File: config.mk
export PLATFORM = sky130hd
export DESIGN_NAME = rms_level_meter_smoothed_top
export DESIGN_NICKNAME = d
export VERILOG_FILES = /design/src/design/rlms_pkg.sv /design/src/design/rms_level_meter_smoothed_top.sv /design/src/design/rlms_ctrl.sv /design/src/design/rlms_datapath.sv
export SDC_FILE = /design/constraint.sdc
export NUM_CORES = 1
export LEC_CHECK = 0
export BUFFER_PORTS_ARGS = -buffer_cell sky130_fd_sc_hd__clkbuf_2
export CAP_MARGIN = 40
export CELL_PAD_IN_SITES_DETAIL_PLACEMENT = 0
export CELL_PAD_IN_SITES_GLOBAL_PLACEMENT = 1
export CORE_ASPECT_RATIO = 1.4
export CORE_MARGIN = 3
export CORE_UTILIZATION = 47
export CTS_BUF_LIST = sky130_fd_sc_hd__clkbuf_8
export CTS_CLUSTER_DIAMETER = 50
export DETAILED_ROUTE_END_ITERATION = 6
export PLACE_DENSITY_LB_ADDON = 0.1
export SLEW_MARGIN = 10
export SYNTH_ARGS = -nofsm -noshare
export SYNTH_HDL_FRONTEND = slang
export SYNTH_HIERARCHICAL = 1
export SYNTH_SLANG_ARGS = --single-unit
File: constraint.sdc
create_clock -name clk_i -period 3.78 [get_ports clk_i]
set_input_delay 0.756 -clock clk_i [delete_from_list [all_inputs] [get_ports clk_i]]
set_output_delay 0.756 -clock clk_i [all_outputs]
set_load 0.01 [all_outputs]
File: src/design/rlms_pkg.sv
`default_nettype none

package rlms_pkg;

  localparam int unsigned SAMPLE_BITS = 16;
  localparam int unsigned LEVEL_W     = 7;
  localparam int unsigned SCALE_BITS  = 19;
  localparam int unsigned SQ_SHIFT    = 2 * (SAMPLE_BITS - 1);

  // 300^2 * 4, the (2t-1)^2 test folds the factor four in
  localparam logic [SCALE_BITS-1:0] RMS_SCALE  = 19'd360000;
  localparam logic [LEVEL_W-1:0]    TARGET_MAX = 7'd100;
  localparam logic [LEVEL_W-1:0]    LEVEL_MAX  = 7'd100;

  typedef struct packed {
    logic signed [SAMPLE_BITS-1:0] sample;
    logic                          last_of_block;
  } in_t;

  typedef struct packed {
    logic [LEVEL_W-1:0] level;
    logic               block_truncated;
  } out_t;

  typedef struct packed {
    logic accum;
    logic close_blk;
    logic mul_step;
    logic srch_step;
    logic out_load;
  } cmd_t;

  typedef struct packed {
    logic mul_last;
    logic srch_last;
  } stat_t;

  typedef enum logic [3:0] {
    ST_ACCUM  = 4'b0001,
    ST_MUL    = 4'b0010,
    ST_SEARCH = 4'b0100,
    ST_FINISH = 4'b1000
  } state_e;

endpackage

`default_nettype wire

File: src/design/rms_level_meter_smoothed_top.sv
// samples: one beat per cycle while a block accumulates
// final beat of a block: in_ready_o drops for a 19-step scale
//   multiply plus a 1..100 step target search and the smoothing update,
//   longer while a result beat waits for out_ready_i
// result is loaded into the output register after the search, once no pending result beat is left
// reset clears the accumulator, the smoothed level and the output valid
`default_nettype none

module rms_level_meter_smoothed_top #(
  parameter int unsigned MAX_BLOCK_SAMPLES   = 4096,
  parameter int unsigned LEVEL_FRACTION_BITS = 8
) (
  input  wire logic          clk_i,
  input  wire logic          rst_ni,
  input  wire logic          in_valid_i,
  output logic               in_ready_o,
  input  wire rlms_pkg::in_t in_data_i,
  output logic               out_valid_o,
  input  wire logic          out_ready_i,
  output rlms_pkg::out_t     out_data_o
);
  import rlms_pkg::*;

  cmd_t  cmd;
  stat_t stat;

  rlms_ctrl u_ctrl (
    .clk_i       (clk_i),
    .rst_ni      (rst_ni),
    .in_valid_i  (in_valid_i),
    .in_last_i   (in_data_i.last_of_block),
    .in_ready_o  (in_ready_o),
    .out_valid_o (out_valid_o),
    .out_ready_i (out_ready_i),
    .stat_i      (stat),
    .cmd_o       (cmd)
  );

  rlms_datapath #(
    .MAX_BLOCK_SAMPLES   (MAX_BLOCK_SAMPLES),
    .LEVEL_FRACTION_BITS (LEVEL_FRACTION_BITS)
  ) u_datapath (
    .clk_i      (clk_i),
    .rst_ni     (rst_ni),
    .in_data_i  (in_data_i),
    .cmd_i      (cmd),
    .stat_o     (stat),
    .out_data_o (out_data_o)
  );

endmodule

`default_nettype wire

File: src/design/rlms_ctrl.sv
`default_nettype none

module rlms_ctrl (
  input  wire logic          clk_i,
  input  wire logic          rst_ni,
  input  wire logic          in_valid_i,
  input  wire logic          in_last_i,
  output logic               in_ready_o,
  output logic               out_valid_o,
  input  wire logic          out_ready_i,
  input  wire rlms_pkg::stat_t stat_i,
  output rlms_pkg::cmd_t     cmd_o
);
  import rlms_pkg::*;

  state_e state_q, state_d;
  logic   out_valid_q, out_valid_d;
  logic   can_load;

  assign can_load = !out_valid_q || out_ready_i;

  always_comb begin
    state_d    = state_q;
    cmd_o      = '0;
    in_ready_o = 1'b0;
    case (state_q)
      ST_ACCUM: begin
        in_ready_o      = 1'b1;
        cmd_o.accum     = in_valid_i;
        cmd_o.close_blk = in_valid_i && in_last_i;
        if (in_valid_i && in_last_i) begin
          state_d = ST_MUL;
        end
      end
      ST_MUL: begin
        cmd_o.mul_step = 1'b1;
        if (stat_i.mul_last) begin
          state_d = ST_SEARCH;
        end
      end
      ST_SEARCH: begin
        cmd_o.srch_step = 1'b1;
        if (stat_i.srch_last) begin
          state_d = ST_FINISH;
        end
      end
      ST_FINISH: begin
        if (can_load) begin
          cmd_o.out_load = 1'b1;
          state_d        = ST_ACCUM;
        end
      end
      default: begin
        state_d = ST_ACCUM;
      end
    endcase
  end

  always_comb begin
    out_valid_d = out_valid_q;
    if (cmd_o.out_load) begin
      out_valid_d = 1'b1;
    end else if (out_ready_i) begin
      out_valid_d = 1'b0;
    end
  end

  always_ff @(posedge clk_i or negedge rst_ni) begin
    if (!rst_ni) begin
      state_q     <= ST_ACCUM;
      out_valid_q <= 1'b0;
    end else begin
      state_q     <= state_d;
      out_valid_q <= out_valid_d;
    end
  end

  assign out_valid_o = out_valid_q;

endmodule

`default_nettype wire

File: src/design/rlms_datapath.sv
`default_nettype none

module rlms_datapath #(
  parameter int unsigned MAX_BLOCK_SAMPLES   = 4096,
  parameter int unsigned LEVEL_FRACTION_BITS = 8
) (
  input  wire logic            clk_i,
  input  wire logic            rst_ni,
  input  wire rlms_pkg::in_t   in_data_i,
  input  wire rlms_pkg::cmd_t  cmd_i,
  output rlms_pkg::stat_t      stat_o,
  output rlms_pkg::out_t       out_data_o
);
  import rlms_pkg::*;

  localparam int unsigned F      = LEVEL_FRACTION_BITS;
  localparam int unsigned CNT_W  = $clog2(MAX_BLOCK_SAMPLES + 1);
  localparam int unsigned SUM_W  = SQ_SHIFT + CNT_W;
  localparam int unsigned PROD_W = SUM_W + SCALE_BITS;
  localparam int unsigned RS_W   = PROD_W - SQ_SHIFT;
  localparam int unsigned L_W    = CNT_W + 16;
  localparam int unsigned D_W    = CNT_W + 10;
  localparam int unsigned K_W    = $clog2(SCALE_BITS);
  localparam int unsigned SM_W   = LEVEL_W + F;
  localparam int unsigned MIX_W  = SM_W + 2;
  localparam int unsigned RND_W  = SM_W + 1;
  localparam int unsigned LR_W   = RND_W - F;
  localparam logic [CNT_W-1:0] MAX_C  = CNT_W'(MAX_BLOCK_SAMPLES);
  localparam logic [K_W-1:0]   K_LAST = K_W'(SCALE_BITS - 1);

  // block accumulation
  logic [SUM_W-1:0] acc_sum_q;
  logic [CNT_W-1:0] acc_cnt_q;
  logic             acc_ovf_q;
  logic [SAMPLE_BITS-1:0]   mag;
  logic [2*SAMPLE_BITS-1:0] sq;
  logic             room;
  logic [SUM_W-1:0] sum_nx;
  logic [CNT_W-1:0] cnt_nx;
  logic             ovf_nx;

  // scale multiply and target search
  logic [PROD_W-1:0] msh_q, prod_q;
  logic [K_W-1:0]    k_q;
  logic [CNT_W-1:0]  blk_cnt_q;
  logic              blk_ovf_q;
  logic [L_W-1:0]    l_q;
  logic [D_W-1:0]    d_q;
  logic [LEVEL_W-1:0] t_q, best_q;
  logic [RS_W-1:0]   rs;
  logic              hit;

  // smoothing
  logic [SM_W-1:0]    sm_q, sm_d;
  logic [MIX_W-1:0]   mix;
  logic [RND_W-1:0]   rnd;
  logic [LR_W-1:0]    lvl_raw;
  logic [LEVEL_W-1:0] lvl;
  out_t               out_q;

  always_comb begin
    mag    = in_data_i.sample[SAMPLE_BITS-1] ? (~in_data_i.sample + 1'b1) : in_data_i.sample;
    sq     = mag * mag;
    room   = acc_cnt_q < MAX_C;
    sum_nx = acc_sum_q + (room ? SUM_W'(sq) : '0);
    cnt_nx = acc_cnt_q + (room ? CNT_W'(1) : '0);
    ovf_nx = acc_ovf_q | ~room;
  end

  always_ff @(posedge clk_i or negedge rst_ni) begin
    if (!rst_ni) begin
      acc_sum_q <= '0;
      acc_cnt_q <= '0;
      acc_ovf_q <= 1'b0;
    end else if (cmd_i.accum) begin
      if (cmd_i.close_blk) begin
        acc_sum_q <= '0;
        acc_cnt_q <= '0;
        acc_ovf_q <= 1'b0;
      end else begin
        acc_sum_q <= sum_nx;
        acc_cnt_q <= cnt_nx;
        acc_ovf_q <= ovf_nx;
      end
    end
  end

  assign rs  = prod_q[PROD_W-1:SQ_SHIFT];
  assign hit = (blk_cnt_q != '0) && (RS_W'(l_q) <= rs);

  assign stat_o.mul_last  = (k_q == K_LAST);
  assign stat_o.srch_last = !hit || (t_q == TARGET_MAX);

  always_ff @(posedge clk_i) begin
    if (cmd_i.close_blk) begin
      msh_q     <= PROD_W'(sum_nx);
      prod_q    <= '0;
      k_q       <= '0;
      blk_cnt_q <= cnt_nx;
      blk_ovf_q <= ovf_nx;
      l_q       <= L_W'(cnt_nx);
      d_q       <= D_W'({cnt_nx, 3'b000});
      t_q       <= LEVEL_W'(1);
      best_q    <= '0;
    end else if (cmd_i.mul_step) begin
      if (RMS_SCALE[k_q]) begin
        prod_q <= prod_q + msh_q;
      end
      msh_q <= msh_q << 1;
      k_q   <= k_q + 1'b1;
    end else if (cmd_i.srch_step && hit) begin
      best_q <= t_q;
      t_q    <= t_q + 1'b1;
      l_q    <= l_q + L_W'(d_q);
      d_q    <= d_q + D_W'({blk_cnt_q, 3'b000});
    end
  end

  always_comb begin
    mix     = MIX_W'(sm_q) + MIX_W'({sm_q, 1'b0}) + (MIX_W'(best_q) << F) + MIX_W'(2);
    sm_d    = mix[MIX_W-1:2];
    rnd     = RND_W'(sm_d) + (RND_W'(1) << (F - 1));
    lvl_raw = rnd[RND_W-1:F];
    lvl     = (lvl_raw > LR_W'(LEVEL_MAX)) ? LEVEL_MAX : lvl_raw[LEVEL_W-1:0];
  end

  always_ff @(posedge clk_i or negedge rst_ni) begin
    if (!rst_ni) begin
      sm_q <= '0;
    end else if (cmd_i.out_load) begin
      sm_q <= sm_d;
    end
  end

  always_ff @(posedge clk_i) begin
    if (cmd_i.out_load) begin
      out_q.level           <= lvl;
      out_q.block_truncated <= blk_ovf_q;
    end
  end

  assign out_data_o = out_q;

endmodule

`default_nettype wire

==> out/summary.md, run 1 <==
Clock tree
* **number of buffers added by the clock tree synthesis step** 54
* **CTS tree** done
* **Max H-tree Level** 2
* **clock-pin slew on the worst setup and hold paths** 0.06 ns
* **Clock Latency Late Sink** 0.66 ns
* **CTS max path bufs** 3
* **hold_buf cts** 0
* **sinks on the clock net** 292
* **clock root buffer** clkbuf_8

Yosys
* **library cell with the highest instance count after synthesis** inv_1
* **library cell with the largest summed area after synthesis** ha_1
* **number of standard cells after synthesis** 3074
* **share of synthesized area occupied by flip-flops and latches** 0.261
* **cell types with the highest counts after synthesis** inv_1 (319), nand2_1 (308), ha_1 (280)
* **Yosys cell types** 103
* **asr flop ratio synth** 0.264
* **Yosys warnings** 6
* **cells taking the most area after synthesis** ha_1 (13%), fa_1 (13%), edfxtp_1 (10%), dfxtp_1 (9.1%), dfrtp_1 (6.9%)
* **Post-synth top flop** dfxtp_1
* **number of flip-flops and latches in the synthesized netlist** 292
* **Cell Area, Synth** 27400 sq um
* **Post-synth EDFFs** 91
* **Yosys top cell area share** 0.128
* **Mean Syn Cell Area** 8.91 sq um

Finish
* **sequential cell area** 7140 sq um
* **fill cell count** 5007
* **post-layout instance count excluding filler cells** 4281
* **net count of the finished layout** 3967
* **post-route core utilization** 0.606
* **multi-input gate area in the final layout** 20700 sq um
* **area added between synthesis and finish** 27.6%
* **fraction of layout cells with a size suffix above 1** 0.263

STA
* **count of pins over their slew limit** 0
* **headroom to the max-slew limit** 0.479
* **Highest Clock Rate** 110 MHz
* **final critical delay including setup and external delays** 9.06 ns
* **portion of the clock cycle consumed by the worst path in the final layout** 2.40
* **slew of the pin with the lowest slew margin** 0.778 ns
* **Worst Setup Slack, final** -5.28 ns
* **RSZ-0062 raised after global routing** yes
* **accumulated negative setup slack** -325.60 ns
* **final hold viol count** 0
* **Fin Clk Skew** 0.0436 ns
* **Setup Viol. Count Final** 78

Setup path
* **Crit path largest cell delay** 0.56 ns
* **most frequent cell on the critical path** fa_1
* **type of element capturing the critical path** register
* **data required time of the worst path** 4.32 ns
* **Setup Crit Path Kind** in2reg
* **R2R Setup Slk** 0.02 ns
* **Worst path top cell family by delay** adder cells
* **maximum fanout count along the critical path** 6
* **critical path startpoint category** input port
* **slowest stage cell, crit path** fa_1
* **buffering stage count on the worst path with inverters included** 7
* **Crit path arrival time** 9.60 ns

Die
* **number of placement rows** 104
* **Core Area** 57600 sq um
* **Horiz. Die Dim** 210 microns
* **starting density of the core** 0.475
* **vertical die dimension** 292 microns
* **number of placed I/O pins** 31
* **DIE AREA** 61300 sq um

Detailed routing
* **remaining number of nets flagged by the antenna check after routing** 0
* **# DRC** 0
* **router iterations before antenna repair** 5
* **routed wire length** 76.1 mm
* **number of vias in the routed layout** 23500
* **vias per inst** 5.49
* **violation count after the first detailed-routing iteration** 1030
* **average routed wire per standard cell** 17.8 microns

Outcome
* **result of the run** finished, violations left
* **violated checks** setup timing

Job
* **MaxCap Viol Count** 0

Place
* **placed cells** 4112
* **post-detailed-placement half-perimeter wirelength** 58.2 mm
* **global placement routability congestion** 0.878
* **pre-CTS worst setup slack** -6.07 ns
* **PortBufs** 30

Min path
* **Worst Hold Class** in2async

Global route
* **number of global-route vias before repair** 24800
* **first-pass GRT wire length** 125 mm
* **antenna violations before repair** 1
* **overall global routing resource usage** 0.248
* **total congestion overflow** 0
* **maximum number of pins on one net before global-route repair** 144

## timing repair
item,CTS,global route
resized for setup,147,160
setup endpoints to repair,78,89
setup buffers,47,37
pin swaps,80,74
cloned,0,0
## placed cells by master, fill, tap and decap left out, types with 17 or more instances in the layout
cell,n
buf_4,385
inv_1,318
nand2_1,280
nor2_1,243
ha_1,239
a21oi_1,176
fa_1,171
dfxtp_1,124
o21ai_0,97
edfxtp_1,91
a21o_1,88
xnor2_1,85
dfrtp_1,76
xor2_1,74
clkbuf_8,65
mux2i_1,47
nand3_1,45
buf_6,43
nor3_1,43
nand4_1,40
ha_4,38
mux2_2,37
a22o_1,28
and3_1,27
o21a_1,27
clkbuf_2,25
inv_2,25
nor2b_1,21
o21bai_1,20
and2_1,19
xnor2_2,19
a21oi_2,19
nand2b_1,18
a31oi_1,18
a211oi_1,18
o21ai_1,18
nor2_2,18
nand2_2,17
## registers in the layout, indices dropped and copies added (netlist names), named ones only
| signal | count |
|---|---|
| u_ctrl/out_valid_o | 1 |
| u_datapath/prod_q | 62 |
| u_ctrl/state_q | 4 |
| u_datapath/acc_sum_q | 43 |
| u_datapath/best_q | 7 |
| u_datapath/t_q | 7 |
| u_datapath/l_q | 29 |
| u_datapath/d_q | 20 |
| u_datapath/acc_ovf_q | 1 |
| u_datapath/acc_cnt_q | 13 |
| u_datapath/out_data_o | 8 |
| u_datapath/blk_ovf_q | 1 |
| u_datapath/blk_cnt_q | 13 |
| u_datapath/msh_q | 62 |
| u_datapath/sm_q | 15 |
| u_datapath/k_q | 5 |
## logic make-up (layout without fill, tap and decap cells)
group / after synthesis / count (layout) / synth area share
flip-flops: 292 / 292 / 0.261
multiplexers: 87 / 87 / 0.0336
XOR/XNOR: 204 / 204 / 0.0655
AO/OA/AOI/OAI: 696 / 696 / 0.171
buffers and inverters: 439 / 894 / 0.0617
other: 2 / 12 / 0.000274
AND/OR/NAND/NOR: 900 / 900 / 0.153
adder cells (fa/ha/maj): 454 / 454 / 0.255
## routing by layer
layer | track usage | wire, microns | vias to the layer above
met2 | 0.464 | 40200 | 354
met1 | 0.290 | 30800 | 11500
li1 | - | - | 11500
met4 | 0.0905 | 2930 | 0
met5 | 0 | 0 | -
met3 | 0.0287 | 2140 | 154
## worst paths after layout
path | start | endpoint | cells past startpoint
worst min-delay path | rst_ni | u_datapath/acc_sum_q[0] | 1
max in group asynchronous | rst_ni | u_datapath/acc_sum_q[18] | 2
worst max-delay path | in_data_i[4] | u_datapath/acc_sum_q[36] | 40
worst max register to register | u_datapath/acc_cnt_q[12] | u_datapath/msh_q[30] | 15
worst min register to register | u_datapath/prod_q[7] | u_datapath/prod_q[7] | 2
min in group clk_i | u_datapath/prod_q[7] | u_datapath/prod_q[7] | 2
## per-stage QoR
step | cell area (sq um) | hold WS [ns]
final | 35000 | 0.103
after global routing | 35000 | 0.0865
after CTS | 33900 | 0.0633
after detailed placement | 31700 | 0.451
after global placement | 31700 | 0.441
after floorplan | 28300 | 0.400
## layout make-up
type | count | share of cell area
multi-input combinational | 2352 | 0.593
sequential | 292 | 0.204
timing repair buffer | 467 | 0.108
inverter | 325 | 0.0356
tap | 742 | 0.0266
clock buffer | 64 | 0.0252
clock inverter | 38 | 0.00712
antenna | 1 | 0.0000716
Power of run 1 is not shown: default switching activity piles up to over one toggle a cycle in this logic, so the estimate is an artifact.
==> run 2: changes to the inputs <==
--- a/config.mk
+++ b/config.mk
@@ -11,7 +11,7 @@
 export CELL_PAD_IN_SITES_GLOBAL_PLACEMENT = 1
 export CORE_ASPECT_RATIO = 1.4
 export CORE_MARGIN = 3
-export CORE_UTILIZATION = 47
+export CORE_UTILIZATION = 52
 export CTS_BUF_LIST = sky130_fd_sc_hd__clkbuf_8
 export CTS_CLUSTER_DIAMETER = 50
 export DETAILED_ROUTE_END_ITERATION = 6
==> constraint.sdc (replaced) <==
create_clock -name clk_i -period 9.4 [get_ports clk_i]
set_input_delay 1.88 -clock clk_i [delete_from_list [all_inputs] [get_ports clk_i]]
set_output_delay 1.88 -clock clk_i [all_outputs]
set_load 0.01 [all_outputs]
==> run 2 against run 1 <==
Net effect:
- the run still ends with setup timing left
- first-iteration DRC count about the same
- sequential share of layout area increased by 1.0 points
- global-route usage increased by 1.9 points
- clock skew increased by 0.0031 ns
- hold slack improved by 0.35 ns
- cell area decreased by 4.7%
- worst setup slack improved by 4.4 ns
- core utilization increased by 3.9 points
- register-to-register slack improved by 5.3 ns
- wire length decreased by 3.8%
- critical path depth increased by 1
==> out/summary.md, run 2 (synthesized netlist as in run 1, its figures left out) <==
Clock tree
* **sinks on the clock net** 292, unchanged
* **CTS max path bufs** 3, unchanged
* **hold_buf cts** 0, unchanged
* **Max H-tree Level** 2, unchanged
* **CTS tree** done
* **clock root buffer** clkbuf_8
* **clock-pin slew on the worst setup and hold paths** 0.06 ns, about the same
* **number of buffers added by the clock tree synthesis step** 51, -5.6%
* **Clock Latency Late Sink** 0.65 ns, about the same

Min path
* **Hold Path Stages** 2
* **worst hold start** u_datapath/prod_q[14]
* **Worst Hold Endpoint** u_datapath/prod_q[14]
* **Worst Hold Class** reg2reg

Setup path
* **R2R Setup Slk** 5.28 ns, +5.26 ns
* **maximum fanout count along the critical path** 5, -1
* **most frequent cell on the critical path** fa_1
* **number of cell instances on the worst register-to-register path** 10, -5
* **slowest stage cell, crit path** fa_1
* **Crit path arrival time** 10.71 ns, +1.11 ns
* **Setup Crit Path Kind** in2reg
* **data required time of the worst path** 9.79 ns, +5.47 ns
* **critical path startpoint category** input port
* **Crit path largest cell delay** 0.58 ns, +0.02 ns
* **worst flop-to-flop path startpoint** u_datapath/msh_q[16]
* **endpoint of the most critical register-to-register path** u_datapath/prod_q[58]
* **type of element capturing the critical path** register

Die
* **Horiz. Die Dim** 200 microns, -4.8%
* **starting density of the core** 0.531, +0.0555
* **number of placement rows** 98, -5.8%
* **vertical die dimension** 278 microns, -4.8%
* **Core Area** 51600 sq um, -10%
* **DIE AREA** 55500 sq um, -9.4%
* **number of placed I/O pins** 31, unchanged

Detailed routing
* **vias per inst** 5.61, +2.3%
* **remaining number of nets flagged by the antenna check after routing** 0, unchanged
* **router iterations before antenna repair** 7, +2
* **violation count after the first detailed-routing iteration** 1031, +0.097%
* **number of vias in the routed layout** 23300, -0.85%
* **# DRC** 0, unchanged
* **routed wire length** 73.2 mm, -3.8%
* **average routed wire per standard cell** 17.6 microns, -0.84%

Place
* **Placed Instance Area** 30800 sq um, -3.0%
* **pre-CTS worst setup slack** -1.66 ns, +4.41 ns
* **PortBufs** 30, unchanged
* **global placement routability congestion** 0.908, +3.4%
* **post-detailed-placement half-perimeter wirelength** 55.7 mm, -4.4%

Global route
* **total congestion overflow** 0, unchanged
* **number of global-route vias before repair** 24500, -1.2%
* **maximum number of pins on one net before global-route repair** 145, +0.69%
* **overall global routing resource usage** 0.267, +0.0189
* **first-pass GRT wire length** 121 mm, -2.9%
* **antenna violations before repair** 1, unchanged

Finish
* **final std cell area, no fill** 33300 sq um, -4.7%
* **fraction of layout cells with a size suffix above 1** 0.218, -0.0451
* **net count of the finished layout** 3881, -2.2%
* **fill cell count** 4408, -12%
* **biggest registers after layout** u_datapath/msh_q: 62 flops, u_datapath/prod_q: 62 flops, u_datapath/acc_sum_q: 43 flops
* **most used cells in the layout excluding fill and tap cells** inv_1 (322), buf_4 (322), nand2_1 (284)
* **post-route core utilization** 0.645, +0.0388
* **area added between synthesis and finish** 21.5%

STA
* **slew of the pin with the lowest slew margin** 0.868 ns, +0.0901 ns
* **portion of the clock cycle consumed by the worst path in the final layout** 1.10
* **count of pins over their slew limit** 0, unchanged
* **headroom to the max-slew limit** 0.420, -0.0588
* **final critical delay including setup and external delays** 10.32 ns
* **Fin Clk Skew** 0.0467 ns, +0.00311 ns
* **Highest Clock Rate** 96.9 MHz
* **RSZ-0062 raised after global routing** yes
* **final hold viol count** 0, unchanged
* **Setup Viol. Count Final** 44, -44%
* **Worst Setup Slack, final** -0.916 ns, +4.36 ns

Outcome
* **result of the run** finished, violations left
* **violated checks** setup timing

Job
* **MaxCap Viol Count** 0, unchanged

==> run 2: cell count changes in the layout (fill, tap and decap cells not counted), moves of 10 or more <==
cell / previous run / this run
ha_4: 38 / 20
buf_6: 43 / 26
a21oi_1: 176 / 190
xnor2_1: 85 / 97
o21ai_0: 97 / 107
buf_4: 385 / 322
ha_1: 239 / 259
==> run 2: final cells by class <==
type / count / area [sq um] / share of cell area
Tap cell: 700 / 876 / 0.0263
Multi-Input combinational cell: 2352 / 20000 / 0.599
Clock buffer: 63 / 867 / 0.0260
Inverter: 325 / 1240 / 0.0371
Sequential cell: 292 / 7140 / 0.215
Clock inverter: 33 / 186 / 0.00560
Antenna cell: 2 / 5.00 / 0.000150
Timing Repair Buffer: 384 / 3040 / 0.0912
==> run 2: per-stage QoR <==
stage          cells  setup TNS [ns]  hold slack, ns
6_report        4151          -29.64           0.452
5_1_grt         4150          -46.84           0.467
4_1_cts         4144          -22.70           0.457
3_5_place_dp    4001          -72.25           0.448
3_3_place_gp    3998          -66.53           0.442
2_1_floorplan   3083          -25.66           0.400
==> run 2: how the worst max path moves through the flow <==
stage / start / cells past startpoint / endpoint / slack [ns]
after floorplan: in_data_i[4] / 36 / u_datapath/msh_q[33] / -0.84
after global placement: in_data_i[4] / 40 / u_datapath/msh_q[33] / -1.55
after detailed placement: in_data_i[4] / 36 / u_datapath/msh_q[33] / -1.66
after CTS: in_data_i[3] / 39 / u_datapath/acc_sum_q[33] / -0.72
after global routing: in_data_i[1] / 43 / u_datapath/acc_sum_q[33] / -1.25
final: in_data_i[3] / 41 / u_datapath/msh_q[32] / -0.92
==> run 2: repair_timing <==
item                       in CTS  in global routing
setup buffers                  60                 16
setup endpoints to repair      49                 58
gates resized for setup       146                 79
pin swaps                     148                 53
==> run 2: worst max-delay path, delay by kind of cell <==
family,cells,cell delay [ns]
buf+inv,10,1.03
fa+ha+maj,8,3.66
simple gates,9,1.64
compound gates,11,1.95
xor+xnor,2,0.26
mux,1,0.27
==> run 2: metal layers <==
layer	share of wire	vias to the layer above	track usage
li1	-	11300	-
met1	0.40	11300	0.316
met2	0.52	457	0.487
met3	0.033	186	0.0292
met4	0.044	0	0.110
met5	0	-	0
Power of run 2 is left out for the same reason.
==> run 3: changes to the inputs <==
--- a/config.mk
+++ b/config.mk
@@ -12,12 +12,11 @@
 export CORE_ASPECT_RATIO = 1.4
 export CORE_MARGIN = 3
 export CORE_UTILIZATION = 52
-export CTS_BUF_LIST = sky130_fd_sc_hd__clkbuf_8
+export CTS_BUF_LIST = sky130_fd_sc_hd__clkbuf_4 sky130_fd_sc_hd__clkbuf_8
 export CTS_CLUSTER_DIAMETER = 50
 export DETAILED_ROUTE_END_ITERATION = 6
 export PLACE_DENSITY_LB_ADDON = 0.1
 export SLEW_MARGIN = 10
 export SYNTH_ARGS = -nofsm -noshare
 export SYNTH_HDL_FRONTEND = slang
-export SYNTH_HIERARCHICAL = 1
 export SYNTH_SLANG_ARGS = --single-unit
==> run 3 against run 2 <==
Net effect:
- the flow still finishes with violations (setup timing)
- wire length down 1.3%
- count of clock-buffer cells in the layout fell by 2
- register-to-register slack improved by 0.07 ns
- worst setup slack better by 0.30 ns
- critical endpoint is now u_datapath.msh_q[36]
- fmax is 3.0% higher
- largest cell class unchanged
==> out/summary.md, run 3 <==
Setup path
* **data required time of the worst path** 9.72 ns, -0.07 ns
* **R2R Setup Slk** 5.35 ns, +0.07 ns
* **type of element capturing the critical path** register
* **slowest stage cell, crit path** fa_1
* **number of cell instances on the worst register-to-register path** 14, +4
* **Crit path largest cell delay** 0.52 ns, -0.06 ns
* **most frequent cell on the critical path** fa_1
* **Setup Crit Path Kind** in2reg
* **critical path startpoint category** input port
* **Crit path arrival time** 10.33 ns, -0.38 ns
* **maximum fanout count along the critical path** 8, +3

Finish
* **area added between synthesis and finish** 19.9%
* **final std cell area, no fill** 32700 sq um, -1.7%
* **post-route core utilization** 0.636, -0.00937
* **biggest registers after layout** u_datapath.msh_q: 62 flops, u_datapath.prod_q: 62 flops, u_datapath.acc_sum_q: 43 flops
* **most used cells in the layout excluding fill and tap cells** nand2_1 (396), buf_4 (308), inv_1 (305)
* **fraction of layout cells with a size suffix above 1** 0.189, -0.0285
* **post-layout instance count excluding filler cells** 4180, +0.70%
* **most common cell after layout, fill and taps aside** nand2_1
* **net count of the finished layout** 3967, +2.2%
* **fill cell count** 4444, +0.82%

Yosys
* **Yosys top cell area share** 0.129, +0.000892
* **share of synthesized area occupied by flip-flops and latches** 0.262, +0.000884
* **library cell with the highest instance count after synthesis** nand2_1
* **Yosys cell types** 95, -7.8%
* **number of standard cells after synthesis** 3179, +3.4%
* **cell types with the highest counts after synthesis** nand2_1 (418), inv_1 (323), ha_1 (281)
* **Mean Syn Cell Area** 8.59 sq um, -3.6%
* **Yosys warnings** 0, -6
* **number of flip-flops and latches in the synthesized netlist** 292, unchanged
* **library cell with the largest summed area after synthesis** ha_1
* **Post-synth EDFFs** 91, unchanged
* **Cell Area, Synth** 27300 sq um, -0.34%
* **asr flop ratio synth** 0.264, unchanged
* **Post-synth top flop** dfxtp_1
* **cells taking the most area after synthesis** ha_1 (13%), fa_1 (13%), edfxtp_1 (10%), dfxtp_1 (9.1%), dfrtp_1 (7.0%)

STA
* **headroom to the max-slew limit** 0.432, +0.0111
* **count of pins over their slew limit** 0, unchanged
* **Setup Viol. Count Final** 41, -6.8%
* **portion of the clock cycle consumed by the worst path in the final layout** 1.07, -0.0318
* **final critical delay including setup and external delays** 10.02 ns, -0.298 ns
* **slew of the pin with the lowest slew margin** 0.851 ns, -0.0172 ns
* **Highest Clock Rate** 99.8 MHz, +3.0%
* **RSZ-0062 raised after global routing** yes
* **Fin Clk Skew** 0.0295 ns, -0.0172 ns
* **final hold viol count** 0, unchanged
* **Worst Setup Slack, final** -0.618 ns, +0.298 ns

Detailed routing
* **vias per inst** 5.62, +0.21%
* **routed wire length** 72.2 mm, -1.3%
* **router iterations before antenna repair** 5, -2
* **number of vias in the routed layout** 23500, +0.91%
* **average routed wire per standard cell** 17.3 microns, -2.0%
* **violation count after the first detailed-routing iteration** 858, -17%
* **# DRC** 0, unchanged
* **remaining number of nets flagged by the antenna check after routing** 0, unchanged

Die
* **number of placed I/O pins** 31, unchanged
* **Core Area** 51500 sq um, -0.24%
* **Horiz. Die Dim** 200 microns, -0.16%
* **starting density of the core** 0.530, -0.000534
* **number of placement rows** 98, unchanged
* **vertical die dimension** 277 microns, -0.17%
* **DIE AREA** 55300 sq um, -0.33%

Global route
* **first-pass GRT wire length** 118 mm, -2.5%
* **maximum number of pins on one net before global-route repair** 80, -45%
* **total congestion overflow** 0, unchanged
* **antenna violations before repair** 1, unchanged
* **number of global-route vias before repair** 24700, +0.57%
* **overall global routing resource usage** 0.260, -0.00709

Place
* **placed cells** 4054, +1.3%
* **PortBufs** 30, unchanged
* **global placement routability congestion** 0.967, +6.6%
* **post-detailed-placement half-perimeter wirelength** 57.0 mm, +2.4%
* **pre-CTS worst setup slack** -1.72 ns, -0.0597 ns
* **Placed Instance Area** 30600 sq um, -0.46%

Outcome
* **violated checks** setup timing
* **result of the run** finished, violations left

Min path
* **Hold Path Stages** 0, -2
* **Worst Hold Class** reg2reg

Clock tree
* **clock-pin slew on the worst setup and hold paths** 0.07 ns, about the same
* **CTS max path bufs** 3, unchanged
* **CTS tree** done
* **Max H-tree Level** 2, unchanged
* **sinks on the clock net** 292, unchanged
* **number of buffers added by the clock tree synthesis step** 46, -9.8%
* **clock root buffer** clkbuf_8
* **Clock Latency Late Sink** 0.61 ns, -0.04 ns

Job
* **MaxCap Viol Count** 0, unchanged

[run 3: critical path: cells and delay by family]
| kind | cells | cell delay, ns |
|---|---|---|
| adders and majority gates | 8 | 3.52 |
| buffers and inverters | 11 | 0.86 |
| AOI/OAI and AO/OA | 13 | 2.58 |
| and+or+nand+nor | 8 | 1.12 |
| xor gates and xnor gates | 2 | 0.34 |
[run 3: path summary, 6_finish.rpt]
| check | from | end |
|---|---|---|
| max | in_data_i[4] | u_datapath.msh_q[36] |
| min | u_datapath.blk_ovf_q | u_datapath.out_data_o[0] |
| max reg2reg | u_datapath.sm_q[2] | u_datapath.out_data_o[3] |
| min reg2reg | u_datapath.blk_ovf_q | u_datapath.out_data_o[0] |
| max in group asynchronous | rst_ni | u_datapath.acc_sum_q[4] |
| min in group asynchronous | rst_ni | u_datapath.sm_q[4] |
[run 3: area by class of cell]
cell class,count,area [sq um],area share
Multi-Input combinational cell,2451,19600,0.598
Sequential cell,292,7140,0.218
Timing Repair Buffer,363,2850,0.0872
Inverter,337,1290,0.0395
Tap cell,650,813,0.0248
Clock buffer,61,802,0.0245
Clock inverter,25,263,0.00803
Antenna cell,1,2.50,0.0000764
[run 3: layer usage]
| metal | wire length [microns] | up-vias | GRT usage |
|---|---|---|---|
| met3 | 1560 | 214 | 0.0217 |
| met1 | 26600 | 11300 | 0.267 |
| li1 | - | 11600 | - |
| met4 | 4050 | 0 | 0.131 |
| met5 | 0 | - | 0 |
| met2 | 40000 | 402 | 0.513 |
[run 3: timing repair]
item | 4_1_cts | 5_1_grt
buffers inserted | 32 | 16
resized for setup | 95 | 76
pin swaps | 70 | 54
hold buffers | 0 | 0
endpoints found under the setup margin | 50 | 53
[run 3: cell families (layout without fill, tap and decap cells)]
family | after synthesis | after routing | synth area share
xor+xnor | 190 | 190 | 0.0618
simple gates | 993 | 993 | 0.165
buf+inv | 445 | 786 | 0.0615
fa+ha+maj | 455 | 455 | 0.256
flops | 292 | 292 | 0.262
mux | 37 | 37 | 0.0139
compound gates | 765 | 765 | 0.180
other cells | 2 | 12 | 0.000275
[run 3: through the flow]
stage	hold slack (ns)	TNS (ns)
2_1_floorplan	0.400	-26.11
3_3_place_gp	0.426	-60.36
3_5_place_dp	0.433	-67.50
4_1_cts	0.452	-17.02
5_1_grt	0.462	-34.59
6_report	0.445	-17.73
Power of run 3 is left out for the same reason.
